==> src/hdl/mbrs_pkg.sv <==
// Shared types, constants and CRC helper for the Modbus RTU register slave.
package mbrs_pkg;

  // Default sizes
  localparam int unsigned RX_DEPTH_DEF      = 64;
  localparam int unsigned FRAME_LIMIT_DEF   = 32;
  localparam int unsigned REG_COUNT_DEF     = 32;
  localparam int unsigned MAX_READ_REGS_DEF = 13;

  // Input operations
  localparam logic [1:0] OP_RX_BYTE = 2'd0;
  localparam logic [1:0] OP_TICK    = 2'd1;
  localparam logic [1:0] OP_LOAD    = 2'd2;
  localparam logic [1:0] OP_NONE    = 2'd3;

  // Configuration register indexes
  localparam logic [1:0] CFG_SLAVE_ADDR = 2'd0;
  localparam logic [1:0] CFG_IDLE_LIMIT = 2'd1;
  localparam logic [1:0] CFG_HIGH_REG   = 2'd2;
  localparam logic [1:0] CFG_UNUSED     = 2'd3;

  // Configuration reset values
  localparam logic [7:0] SLAVE_ADDR_RST = 8'h01;
  localparam logic [7:0] IDLE_LIMIT_RST = 8'd5;
  localparam logic [4:0] HIGH_REG_RST   = 5'd4;

  // Modbus codes
  localparam logic [7:0] FC_READ          = 8'h03;
  localparam logic [7:0] FC_WRITE         = 8'h06;
  localparam logic [7:0] FC_EXC_FLAG      = 8'h80;
  localparam logic [7:0] EXC_ILLEGAL_FN   = 8'h01;
  localparam logic [7:0] EXC_ILLEGAL_ADDR = 8'h02;
  localparam int unsigned MIN_FRAME       = 4;

  typedef struct packed {
    logic [1:0]  opcode;
    logic [7:0]  rx_byte;
    logic [7:0]  elapsed_ms;
    logic [4:0]  load_index;
    logic [15:0] load_value;
  } in_item_t;

  typedef struct packed {
    logic [7:0] tx_byte;
    logic       last;
  } out_item_t;

  // CRC-16/MODBUS over one byte, reflected poly 0xA001
  function automatic logic [15:0] crc_byte(input logic [15:0] crc, input logic [7:0] b);
    logic [15:0] c;
    c = crc ^ {8'h00, b};
    for (int i = 0; i < 8; i++) begin
      c = c[0] ? ((c >> 1) ^ 16'hA001) : (c >> 1);
    end
    return c;
  endfunction

endpackage

==> src/hdl/modbus_rtu_register_slave.sv <==
// Top level of the Modbus RTU register slave: frame timing, check and reply sequencer.
//
// Input channel: an item (received byte, timer tick or holding register load)
// transfers at a clock edge with start high and busy low. A tick that reaches
// the idle limit ends the frame: busy then stays high while the frame is copied
// out of the receive RAM (CRC checked on the way), a check state follows, and
// the reply is sent back byte by byte (one RAM read, one byte out).
// Result channel: out_valid strobes for one cycle per reply byte, out_data.last
// on the final CRC byte. The receiver cannot stall; bytes are never held.
// A wrong slave address, bad CRC or frames under four bytes end with no reply.
// Configuration: cfg_valid/cfg_ready with cfg_index, always ready; writes are
// expected only while idle.
// Reset (synchronous, rst_n low): configuration to defaults, counters cleared,
// holding registers read as zero through per-entry valid bits. The receive
// RAM needs no clearing: only written entries are ever read.
module modbus_rtu_register_slave import mbrs_pkg::*; #(
  parameter int unsigned RX_DEPTH      = RX_DEPTH_DEF,
  parameter int unsigned FRAME_LIMIT   = FRAME_LIMIT_DEF,
  parameter int unsigned REG_COUNT     = REG_COUNT_DEF,
  parameter int unsigned MAX_READ_REGS = MAX_READ_REGS_DEF
) (
  input  logic      clk,
  input  logic      rst_n,
  input  logic      start,
  output logic      busy,
  input  in_item_t  in_data,
  output logic      out_valid,
  output out_item_t out_data,
  input  logic      cfg_valid,
  output logic      cfg_ready,
  input  logic [1:0] cfg_index,
  input  logic [7:0] cfg_data
);

  localparam int unsigned RX_AW  = $clog2(RX_DEPTH);
  localparam int unsigned RXC_W  = $clog2(RX_DEPTH + 1);
  localparam int unsigned CNT_W  = $clog2(FRAME_LIMIT + 1);
  localparam int unsigned REG_AW = $clog2(REG_COUNT);
  localparam int unsigned FIT_REGS = (FRAME_LIMIT - 5) / 2;
  localparam int unsigned CNT_CAP  = (MAX_READ_REGS < FIT_REGS) ? MAX_READ_REGS : FIT_REGS;

  localparam logic [2:0] ST_IDLE  = 3'd0;
  localparam logic [2:0] ST_COPY  = 3'd1;
  localparam logic [2:0] ST_CHECK = 3'd2;
  localparam logic [2:0] ST_FETCH = 3'd3;
  localparam logic [2:0] ST_EMIT  = 3'd4;

  // Reduce a small register number modulo REG_COUNT (value below 32, by repeated subtraction)
  function automatic logic [REG_AW-1:0] reg_wrap(input logic [4:0] v);
    logic [8:0] t;
    t = {4'd0, v};
    for (int i = 0; i < 4; i++) begin
      if (t >= 9'(REG_COUNT)) t = t - 9'(REG_COUNT);
    end
    return REG_AW'(t);
  endfunction

  // Configuration
  logic [7:0] slave_addr_r, idle_limit_r;
  logic [4:0] high_reg_r;

  // Control state
  logic [2:0]       state_r;
  logic [RXC_W-1:0] rx_count_r, snap_r;
  logic [7:0]       idle_r;
  logic [CNT_W-1:0] len_r, rd_idx_r, cp_idx_r, e_r, body_r;
  logic             cp_vld_r;
  logic [15:0]      crc_r;
  logic [7:0]       rx_crc_lo_r, rx_crc_hi_r;
  logic             is_echo_r, is_read_r;
  logic [7:0]       hdr1_r, hdr2_r;
  logic [REG_AW-1:0] ptr_r;
  logic [REG_COUNT-1:0] hvalid_r;
  logic             hok_r;
  logic [7:0]       sh_r [6];    // first six bytes of the request, then of the reply
  logic             out_valid_r;
  out_item_t        out_data_r;

  logic accept;
  assign accept    = start && !busy;
  assign busy      = (state_r != ST_IDLE);
  assign cfg_ready = 1'b1;
  assign out_valid = out_valid_r;
  assign out_data  = out_data_r;

  // Receive RAM
  logic             rx_we;
  logic [RX_AW-1:0] rx_raddr;
  logic [7:0]       rx_rdata;

  assign rx_we    = accept && in_data.opcode == OP_RX_BYTE &&
                    32'(rx_count_r) < RX_DEPTH;
  assign rx_raddr = (state_r == ST_COPY) ? RX_AW'(rd_idx_r) : RX_AW'(e_r);

  mbrs_ram #(.W(8), .D(RX_DEPTH)) u_rx_ram (
    .clk   (clk),
    .we    (rx_we),
    .waddr (RX_AW'(rx_count_r)),
    .wdata (in_data.rx_byte),
    .raddr (rx_raddr),
    .rdata (rx_rdata)
  );

  // Holding register RAM: loads in idle, function 6 write in the check cycle
  logic              load_we, fn6_we, h_we;
  logic [REG_AW-1:0] h_waddr;
  logic [15:0]       h_wdata, h_rdata;

  // Frame decision terms
  logic       frame_ok, addr_ok;
  logic [7:0] cnt;
  assign addr_ok  = (sh_r[2] == 8'h00) && (sh_r[3] <= {3'd0, high_reg_r});
  assign frame_ok = (32'(len_r) >= MIN_FRAME) && (sh_r[0] == slave_addr_r) &&
                    (crc_r == {rx_crc_hi_r, rx_crc_lo_r});
  assign cnt      = (32'(sh_r[5]) > CNT_CAP) ? 8'(CNT_CAP) : sh_r[5];

  assign load_we = accept && in_data.opcode == OP_LOAD &&
                   {4'd0, in_data.load_index} < 9'(REG_COUNT);
  assign fn6_we  = state_r == ST_CHECK && frame_ok && sh_r[1] == FC_WRITE && addr_ok;
  assign h_we    = load_we || fn6_we;
  assign h_waddr = fn6_we ? reg_wrap(sh_r[3][4:0]) : REG_AW'(in_data.load_index);
  assign h_wdata = fn6_we ? {8'h00, sh_r[5]} : in_data.load_value;

  mbrs_ram #(.W(16), .D(REG_COUNT)) u_hold_ram (
    .clk   (clk),
    .we    (h_we),
    .waddr (h_waddr),
    .wdata (h_wdata),
    .raddr (ptr_r),
    .rdata (h_rdata)
  );

  // Tick handling
  logic [8:0] idle_sum;
  logic [7:0] idle_sat;
  logic       frame_end;
  assign idle_sum  = {1'b0, idle_r} + {1'b0, in_data.elapsed_ms};
  assign idle_sat  = idle_sum[8] ? 8'hFF : idle_sum[7:0];
  assign frame_end = accept && in_data.opcode == OP_TICK && rx_count_r != '0 &&
                     snap_r == rx_count_r && idle_r < idle_limit_r &&
                     idle_sat >= idle_limit_r;

  // Reply byte selection
  logic [15:0] h_word;
  logic [7:0]  body_byte, tx_b;
  logic        in_body, is_last;
  assign h_word  = hok_r ? h_rdata : 16'h0000;
  assign in_body = e_r < body_r;
  assign is_last = {1'b0, e_r} == {1'b0, body_r} + (CNT_W+1)'(1);
  always_comb begin
    if (is_echo_r) begin
      body_byte = rx_rdata;
    end else if (e_r == CNT_W'(0)) begin
      body_byte = sh_r[0];
    end else if (e_r == CNT_W'(1)) begin
      body_byte = hdr1_r;
    end else if (e_r == CNT_W'(2)) begin
      body_byte = hdr2_r;
    end else begin
      body_byte = e_r[0] ? h_word[15:8] : h_word[7:0];
    end
    if (in_body) begin
      tx_b = body_byte;
    end else if (is_last) begin
      tx_b = crc_r[15:8];
    end else begin
      tx_b = crc_r[7:0];
    end
  end

  // Copy-phase terms
  logic cp_in_crc, cp_is_lo, cp_is_hi, cp_done;
  assign cp_in_crc = ({1'b0, cp_idx_r} + (CNT_W+1)'(2)) <  {1'b0, len_r};
  assign cp_is_lo  = ({1'b0, cp_idx_r} + (CNT_W+1)'(2)) == {1'b0, len_r};
  assign cp_is_hi  = ({1'b0, cp_idx_r} + (CNT_W+1)'(1)) == {1'b0, len_r};
  assign cp_done   = cp_is_hi;

  // Configuration registers
  always_ff @(posedge clk) begin
    if (!rst_n) begin
      slave_addr_r <= SLAVE_ADDR_RST;
      idle_limit_r <= IDLE_LIMIT_RST;
      high_reg_r   <= HIGH_REG_RST;
    end else if (cfg_valid && cfg_ready) begin
      unique case (cfg_index)
        CFG_SLAVE_ADDR: slave_addr_r <= cfg_data;
        CFG_IDLE_LIMIT: idle_limit_r <= cfg_data;
        CFG_HIGH_REG:   high_reg_r   <= cfg_data[4:0];
        CFG_UNUSED:     ;
      endcase
    end
  end

  // Holding register valid bits; hok_r follows the read data
  always_ff @(posedge clk) begin
    if (!rst_n) begin
      hvalid_r <= '0;
    end else if (h_we) begin
      hvalid_r[h_waddr] <= 1'b1;
    end
    hok_r <= hvalid_r[ptr_r];
  end

  // Sequencer
  always_ff @(posedge clk) begin
    if (!rst_n) begin
      state_r     <= ST_IDLE;
      rx_count_r  <= '0;
      snap_r      <= '0;
      idle_r      <= '0;
      cp_vld_r    <= 1'b0;
      out_valid_r <= 1'b0;
    end else begin
      out_valid_r <= (state_r == ST_EMIT);
      unique case (state_r)
        ST_IDLE: begin
          if (accept) begin
            unique case (in_data.opcode)
              OP_RX_BYTE: begin
                if (rx_we) rx_count_r <= rx_count_r + RXC_W'(1);
              end
              OP_TICK: begin
                if (rx_count_r == '0) begin
                  snap_r <= '0;
                end else if (snap_r != rx_count_r) begin
                  snap_r <= rx_count_r;
                  idle_r <= '0;
                end else if (idle_r < idle_limit_r) begin
                  idle_r <= idle_sat;
                end
                if (frame_end) begin
                  len_r      <= (32'(rx_count_r) < FRAME_LIMIT) ?
                                CNT_W'(rx_count_r) : CNT_W'(FRAME_LIMIT);
                  rx_count_r <= '0;
                  rd_idx_r   <= '0;
                  crc_r      <= 16'hFFFF;
                  cp_vld_r   <= 1'b0;
                  state_r    <= ST_COPY;
                end
              end
              OP_LOAD, OP_NONE: ;
            endcase
          end
        end
        ST_COPY: begin
          // read data arrives the cycle after its address; stop once the last byte lands
          cp_vld_r <= (rd_idx_r != len_r) && !(cp_vld_r && cp_done);
          cp_idx_r <= rd_idx_r;
          if (rd_idx_r != len_r) rd_idx_r <= rd_idx_r + CNT_W'(1);
          if (cp_vld_r) begin
            if (cp_idx_r < CNT_W'(6)) sh_r[cp_idx_r[2:0]] <= rx_rdata;
            if (cp_in_crc) crc_r <= crc_byte(crc_r, rx_rdata);
            if (cp_is_lo)  rx_crc_lo_r <= rx_rdata;
            if (cp_is_hi)  rx_crc_hi_r <= rx_rdata;
            if (cp_done) begin
              state_r  <= ST_CHECK;
            end
          end
        end
        ST_CHECK: begin
          crc_r     <= 16'hFFFF;
          e_r       <= '0;
          ptr_r     <= reg_wrap(sh_r[3][4:0]);
          is_echo_r <= frame_ok && sh_r[1] == FC_WRITE && addr_ok;
          is_read_r <= frame_ok && sh_r[1] == FC_READ && addr_ok;
          if (!frame_ok) begin
            state_r <= ST_IDLE;
          end else begin
            state_r <= ST_FETCH;
            priority if (sh_r[1] == FC_READ && addr_ok) begin
              hdr1_r    <= FC_READ;
              hdr2_r    <= 8'({cnt, 1'b0});
              body_r    <= CNT_W'(9'd3 + {cnt, 1'b0});
            end else if (sh_r[1] == FC_WRITE && addr_ok) begin
              body_r    <= len_r - CNT_W'(2);
            end else if (sh_r[1] == FC_READ || sh_r[1] == FC_WRITE) begin
              hdr1_r <= sh_r[1] | FC_EXC_FLAG;
              hdr2_r <= EXC_ILLEGAL_ADDR;
              body_r <= CNT_W'(3);
            end else begin
              hdr1_r <= FC_EXC_FLAG;
              hdr2_r <= EXC_ILLEGAL_FN;
              body_r <= CNT_W'(3);
            end
          end
        end
        ST_FETCH: begin
          state_r <= ST_EMIT;
        end
        ST_EMIT: begin
          out_data_r.tx_byte  <= tx_b;
          out_data_r.last     <= is_last;
          if (e_r < CNT_W'(6)) sh_r[e_r[2:0]] <= tx_b;
          if (in_body) crc_r <= crc_byte(crc_r, tx_b);
          // advance register pointer after each low byte of read data
          if (is_read_r && in_body && e_r >= CNT_W'(4) && !e_r[0]) begin
            ptr_r <= (32'(ptr_r) == REG_COUNT - 1) ? '0 : ptr_r + REG_AW'(1);
          end
          e_r     <= e_r + CNT_W'(1);
          state_r <= is_last ? ST_IDLE : ST_FETCH;
        end
        default: state_r <= ST_IDLE;
      endcase
    end
  end

`ifndef ASSERT_OFF
  a_strobe_gap: assert property (@(posedge clk) disable iff (!rst_n)
    out_valid_r |=> !out_valid_r)
    else $error("reply bytes on consecutive cycles");
  a_rx_bound: assert property (@(posedge clk) disable iff (!rst_n)
    32'(rx_count_r) <= RX_DEPTH)
    else $error("receive count beyond buffer depth");
  a_check_after_copy: assert property (@(posedge clk) disable iff (!rst_n)
    state_r == ST_CHECK |-> $past(state_r) == ST_COPY)
    else $error("check entered without copy");
  a_copy_index: assert property (@(posedge clk) disable iff (!rst_n)
    state_r == ST_COPY && cp_vld_r |-> cp_idx_r < len_r)
    else $error("copy index beyond frame length");
`endif

endmodule

==> src/hdl/mbrs_ram.sv <==
// Generic single-write, single-read synchronous RAM with registered read data.
module mbrs_ram import mbrs_pkg::*; #(
  parameter int unsigned W  = 8,
  parameter int unsigned D  = 64,
  parameter int unsigned AW = $clog2(D)
) (
  input  logic          clk,
  input  logic          we,
  input  logic [AW-1:0] waddr,
  input  logic [W-1:0]  wdata,
  input  logic [AW-1:0] raddr,
  output logic [W-1:0]  rdata
);

  logic [W-1:0] mem [D];
  logic [W-1:0] rdata_r;

  always_ff @(posedge clk) begin
    if (we) begin
      mem[waddr] <= wdata;
    end
    rdata_r <= mem[raddr];
  end

  assign rdata = rdata_r;

endmodule
==> config.mk <==
export PLATFORM = sky130hd
export DESIGN_NAME = modbus_rtu_register_slave
export DESIGN_NICKNAME = d
export VERILOG_FILES = /design/src/hdl/mbrs_pkg.sv /design/src/hdl/modbus_rtu_register_slave.sv /design/src/hdl/mbrs_ram.sv
export SDC_FILE = /design/constraint.sdc
export NUM_CORES = 2
export LEC_CHECK = 0
export ABC_AREA = 1
export BUFFER_PORTS_ARGS = -buffer_cell sky130_fd_sc_hd__buf_2
export CORE_MARGIN = 8
export CORE_UTILIZATION = 38
export CTS_BUF_LIST = sky130_fd_sc_hd__clkbuf_4 sky130_fd_sc_hd__clkbuf_8
export CTS_CLUSTER_SIZE = 40
export DETAILED_ROUTE_END_ITERATION = 8
export MAX_ROUTING_LAYER = met4
export PLACE_DENSITY_LB_ADDON = 0.08
export SYNTH_ARGS = -nofsm -noshare
export SYNTH_HDL_FRONTEND = slang
export SYNTH_SLANG_ARGS = --single-unit
==> constraint.sdc <==
create_clock -name clk -period 9.6 [get_ports clk]
set_input_delay 0.96 -clock clk [delete_from_list [all_inputs] [get_ports clk]]
set_output_delay 0.96 -clock clk [all_outputs]
set_load 0.02 [all_outputs]
# Yosys cells after proc, flatten, opt, wreduce, memory -nomap -nowiden
# Memory sizes are Yosys's and may differ from the RTL's. A register that Yosys moved wholly into a read port is not among the register bits.
# Index checks and enable logic that the tools add are counted.
[word_totals]
ff_bits = 175
ram_bits = 1072
input_bits = 53
memories = 3
[mem_list]
columns = ["name", "words", "word_bits", "rd", "rd_clocked_by_memory_dff", "wr", "line", "source"]
rows = [
  ["u_hold_ram.mem", 32, 16, 1, 1, 1, "mbrs_ram.sv:15", "logic [W-1:0] mem [D];"],
  ["u_rx_ram.mem", 64, 8, 1, 1, 1, "mbrs_ram.sv:15", ""],
  ["sh_r", 6, 8, 5, 0, 1, "modbus_rtu_register_slave.sv:75", "logic [7:0] sh_r [6];"],
]
[op_classes]
n_addsub = 10
magnitude_cmp = 15
n_eq_ne = 33
mux = 91
bitwise = 20
n_reduce_logical = 67
[op_table]
columns = ["op", "count"]
rows = [
  ["$mux W16", 24],
  ["$mux W8", 14],
  ["$pmux W16 S4", 1],
  ["$not A2 Y3", 16],
  ["$mux W6", 7],
  ["$mux W7", 6],
  ["$or A32 B32 Y32", 1],
  ["$xor A16 B8 Y16", 2],
  ["$logic_and A1 B1 Y1", 27],
  ["$pmux W6 S2", 2],
  ["$ne A2 B2 Y1 const B", 10],
  ["$reduce_and A4 Y1", 5],
  ["$reduce_and A5 Y1", 4],
  ["$mux W1", 19],
  ["$mux W3", 6],
  ["$eq A16 B16 Y1", 1],
  ["$mux W5", 3],
  ["$pmux W3 S5", 1],
  ["$add A6 B1 Y7 const B", 2],
  ["$eq A7 B6 Y1", 2],
  ["$pmux W7 S2", 1],
  ["$reduce_and A2 Y1", 7],
  ["$add A6 B1 Y6 const B", 2],
  ["$ge A6 B3 Y1 const B", 2],
  ["54 further kinds", 71],
]

# Depth between registers and ports, before layout
[depth]
depth_word = 26
ltp_mapped = 27
ltp_nobuf = 26

# Hierarchy
# A second synthesis with hierarchy kept.
[hier_totals]
cells_unflattened = 5076
hier_area_um2 = 54920.2
[by_module_without_submodules]
columns = ["module", "n_inst", "cells_per_inst", "area_each_um2", "seq_area_each_um2"]
rows = [
  ["mbrs_ram (u_rx_ram)", 1, 1820, 21309.2, 15534.9],
  ["mbrs_ram (u_hold_ram)", 1, 1794, 21301.7, 15695.1],
  ["modbus_rtu_register_slave", 1, 1462, 12309.3, 5645.4],
]

# Worst setup path after synthesis
# OpenSTA, ideal clock, no wires.
[synth_timing]
kind = "input to register"
start = "input in_data[21] (netlist bit)"
end = "register crc_r[0] (enable)"
arrival_time_ps = 4976
t_required_ps = 9186
path_slack_ps = 4210
stages = 22
n_path_buf = 0
path_cell_list = "ha_1 > fa_1 > nand2_1 > inv_1 > o21ai_0 > nand2_1 > a21oi_1 > o21bai_1 > nand2_1 > nand2_1 > a21oi_1 > inv_1 > or2_2 > ha_1 > a21oi_1 > o21ai_0 > nand2_1 > o2111ai_1 > nand3_1 > nand2_1 > inv_1 > a211oi_1"
[synth_between]
elab_chain_len = 6
[synth_rtl]
columns = ["item", "line", "source"]
rows = [
  ["start, declared", "modbus_rtu_register_slave.sv:26", "input in_item_t in_data,"],
  ["$add A8 B8 Y9", "modbus_rtu_register_slave.sv:137", "assign idle_sum = {1'b0, idle_r} + {1'b0, in_data.elapsed_ms};"],
  ["$mux W8", "modbus_rtu_register_slave.sv:138", "assign idle_sat = idle_sum[8] ? 8'hFF : idle_sum[7:0];"],
  ["$ge A8 B8 Y1", "modbus_rtu_register_slave.sv:141", "idle_sat >= idle_limit_r;"],
  ["$logic_and A1 B1 Y1", "modbus_rtu_register_slave.sv:140", "snap_r == rx_count_r && idle_r < idle_limit_r &&"],
  ["$ne A2 B2 Y1 (no line)", "--", ""],
  ["$reduce_and A8 Y1 (no line)", "--", ""],
  ["end signal, assigned", "modbus_rtu_register_slave.sv:252", "if (cp_in_crc) crc_r <= crc_byte(crc_r, rx_rdata);"],
  ["end signal, assigned", "modbus_rtu_register_slave.sv:294", "if (in_body) crc_r <= crc_byte(crc_r, tx_b);"],
  ["end, declared", "modbus_rtu_register_slave.sv:68", "logic [15:0] crc_r;"],
]
# No other way between the ends.
# A chain may end at the register's enable or synchronous reset.

# Final worst setup path
[layout_timing]
start = "register e_r[0]"
end = "register u_rx_ram.rdata_r[5], in the netlist u_rx_ram.rdata[5], read port of u_rx_ram.mem"
[layout_between]
elab_chain_len = 1
[layout_rtl]
columns = ["item", "line", "source"]
rows = [
  ["start, declared", "modbus_rtu_register_slave.sv:66", "logic [CNT_W-1:0] len_r, rd_idx_r, cp_idx_r, e_r, body_r;"],
  ["start signal, assigned", "modbus_rtu_register_slave.sv:299", "e_r <= e_r + CNT_W'(1);"],
  ["$mux W6", "modbus_rtu_register_slave.sv:93", "assign rx_raddr = (state_r == ST_COPY) ? RX_AW'(rd_idx_r) : RX_AW'(e_r);"],
  ["end, declared", "mbrs_ram.sv:16", "logic [W-1:0] rdata_r;"],
]
# No other way between the ends.

==> run summary <==
Worst min path class: in -> reg
Ys Warns: 0
GRT overflow: 0
Pin count of the biggest net entering global routing: 180
Routed WL: 153,000 µm
Crit path launch: e_r[0]
Root Buffer: clkbuf_8
Layout cell share with drive strength beyond 1: 12.4%
Final HPWL from detailed placement: 88,200 µm
Fin util: 42.8%
Min Clock Period, post-route: 4.83 ns
Final period util: 50.3%
Vias in the first global route: 34,509
Crit Path Max Fanout: 96
Sw power: 2430 µW
Post-synth top area share: 65.8%
DRC errors left: 0
Routed vias: 35,317
Logic gate share of total power: 1.9%
Syn Area/Cell: 11.6 µm²
Drt wl/cell: 23.1 µm
FF-to-FF Start: e_r[0]
Post-route ant nets: 0
Clock Latency Late Sink: 0.95 ns
Nature of the critical path startpoint: register
Fmax: 207 MHz
NumNets Final: 4,751
RSZ-0062 raised after global routing: no
Port Buffers: 63
Sequential area share after synthesis: 69.7%
Peak VDD IR: 127 µV
Critical-path cell list: inv_1 > nand2_1 > nand2_4 > inv_6 > buf_4 > o21ai_0 > o221ai_1 > o211ai_1 > nand3_1 > nand3_1 > nand2_1
Status: completed
Clock Power Share: 43.9%
Synth cell types: 57
Worst path slowest cell: inv_6
Placed Area: 0.0551 mm²
Worst endpoint data arrival time: 5.67 ns
Max-Slew Margin vs Limit: 24.4%
Final Cell Area: 0.0594 mm²
Register share of total power: 54.2%
Post-CTS Setup Inserts: 0
Ports: 65
Critical Path End Type: register
Worst-case reg-to-reg path depth: 11
Starting Density: 38.1%
Switching Share: 21.9%
Skew final: 0.0790 ns
Area grow syn2layout: 12.3%
GRT Resource Usage Total: 20.3%
R2R setup slack: 4.77 ns
CTS tree: built
Kind of critical path: reg -> reg
Clock transition at path regs: 0.06 ns
Via density: 5.32
Sink Count: 1,263
Post-synth top area cell: edfxtp_1
Antenna violations before repair: 2
Ys async rst share: 0%
GPL Wtd Cong: 0.865
Worst Setup EP: u_rx_ram.rdata[5]
Initial DRC count: 2,678
Total power: 11,100 µW
Mapped Cells: 4,555
Leakage power: 0.0203 µW
Internal Power: 8660 µW
FF+latch count, synth: 1,263
# resized after CTS: 0
First-pass GRT wire length: 228,000 µm
Site row count: 137
Core ar.: 0.139 mm²
Top cells by area, synth: edfxtp_1 66%, o21ai_0 6.4%, nor2_1 6.2%, dfxtp_1 4.0%, o22ai_1 2.7%
Die area: 0.151 mm²
Die height: 389 µm
Reg-to-reg critical path endpoint: u_rx_ram.rdata[5]
Max-slew violations: 0
TNS Setup: 0 ns
Measured slew at the worst slew-check pin: 1.13 ns
Num CTS Buffers: 214
Number of synthesized flops with an enable pin: 1,158
Synth Cell Area: 0.0529 mm²
Die width: 389 µm
Worst path max stage delay: 0.84 ns
Worst Path Required: 10.44 ns
Final setup fails: 0
CTS HTree Levels: 4
Final hold vios: 0
PD cells: 187 mW/mm²
Hold Buf Count CTS: 0
# Max-Cap Violations: 0
DR pass1 iterations: 5
Worst-case clock buffer depth: 3
Synth Flop Type: edfxtp_1
==> sequential cells by signal, summed over array words and instances, names as in the netlist, 9 cells and up <==
signal and cells:
u_hold_ram.rdata 16, u_hold_ram.mem 512, u_rx_ram.mem 512, crc_r 16, sh_r 40, out_data 9, hvalid_r 32
==> power groups by stage <==
stage / clock network [µW] / registers [µW] / logic (µW)
after floorplan: 0 / 6130 / 93.6
after global placement: 0 / 6130 / 209
after detailed placement: 0 / 6130 / 211
after CTS: 5000 / 6020 / 211
after global routing: 5240 / 6010 / 231
final: 4870 / 6020 / 208
==> layer usage <==
layer | vias up | wire length (µm) | GRT usage, %
met3 | 228 | 8070 | 3.57
met2 | 948 | 68800 | 30.2
met4 | 0 | 3450 | 5.57
li1 | 16686 | - | -
met1 | 17455 | 72800 | 28.8
met5 | - | 0 | -
==> cell usage after synthesis, drive strengths merged (2+ instances only) <==
cell / instances
nor3b: 2
or2: 20
o21bai: 3
and2: 3
a31oi: 2
nor2: 886
inv: 248
a21boi: 2
o32ai: 7
a211oi: 2
ha: 54
o221ai: 64
xor2: 34
conb: 2
o21ai: 679
buf: 32
a22oi: 2
nor4: 20
nand2: 379
o2111ai: 3
nor3: 26
xnor2: 22
edfxtp: 1158
nand4: 13
dfxtp: 105
o31ai: 2
o211ai: 81
nand3b: 2
clkinv: 5
o22ai: 228
clkbuf: 221
a21oi: 82
nand3: 156
a311oi: 3
==> worst min-delay path by stage <==
stage	from	end	slack (ns)	cells after the start
floorplan	hvalid_r[0]	hvalid_r[0]	0.43	2
global placement	hvalid_r[30]	hvalid_r[30]	0.45	2
detailed placement	hvalid_r[17]	hvalid_r[17]	0.45	2
CTS	cfg_data[0]	slave_addr_r[0]	0.15	3
global route	cfg_data[0]	slave_addr_r[0]	0.20	3
finish	cfg_data[0]	slave_addr_r[0]	0.28	3
==> layout make-up <==
type | count | area, µm²
antenna | 2 | 5.00
fill | 13254 | 79400
timing repair buffer | 119 | 798
clock inverter | 83 | 538
multi-input combinational | 2792 | 14200
tap | 1807 | 2260
sequential | 1263 | 36900
clock buffer | 314 | 3760
inverter | 253 | 966
==> worst max-delay path: cells and delay by family, from the launching register on <==
| family | cells | cell delay, ns |
|---|---|---|
| flip-flops | 1 | 0.69 |
| AND/OR/NAND/NOR | 5 | 1.25 |
| AO/OA/AOI/OAI | 3 | 0.70 |
| buffers and inverters | 3 | 1.98 |
==> metrics by stage <==
stage	hold slack, ns	cells	worst slack, ns
after CTS	0.154	6631	4.82
after detailed placement	0.453	6234	4.13
after floorplan	0.435	4561	4.21
final	0.276	6633	4.77
after global placement	0.446	6234	4.13
after global routing	0.197	6633	4.27
==> placed cells by master (no fill, tap or decap), types with 40 or more instances in the layout <==
master,synthesis,routed
ha_1,54,54
buf_2,11,63
buf_4,2,51
o22ai_1,228,228
clkinv_1,5,50
nand2_1,364,363
a21oi_1,82,80
o221ai_1,64,64
nand3_1,148,148
dfxtp_1,105,105
nor2_1,871,857
inv_2,36,40
o21ai_0,673,672
inv_1,212,205
edfxtp_1,1158,1158
clkbuf_8,0,225
clkbuf_4,0,89
o211ai_1,81,81
==> cell families after synthesis <==
logic type	count (synthesis)	synth area share, %
xor+xnor	56	0.928
flops	1263	69.7
fa+ha+maj	55	1.32
buf+inv	506	3.65
compound gates	1163	12.6
simple gates	1510	11.8
other cells	2	0.0142
(Power assumes the default switching activity.)
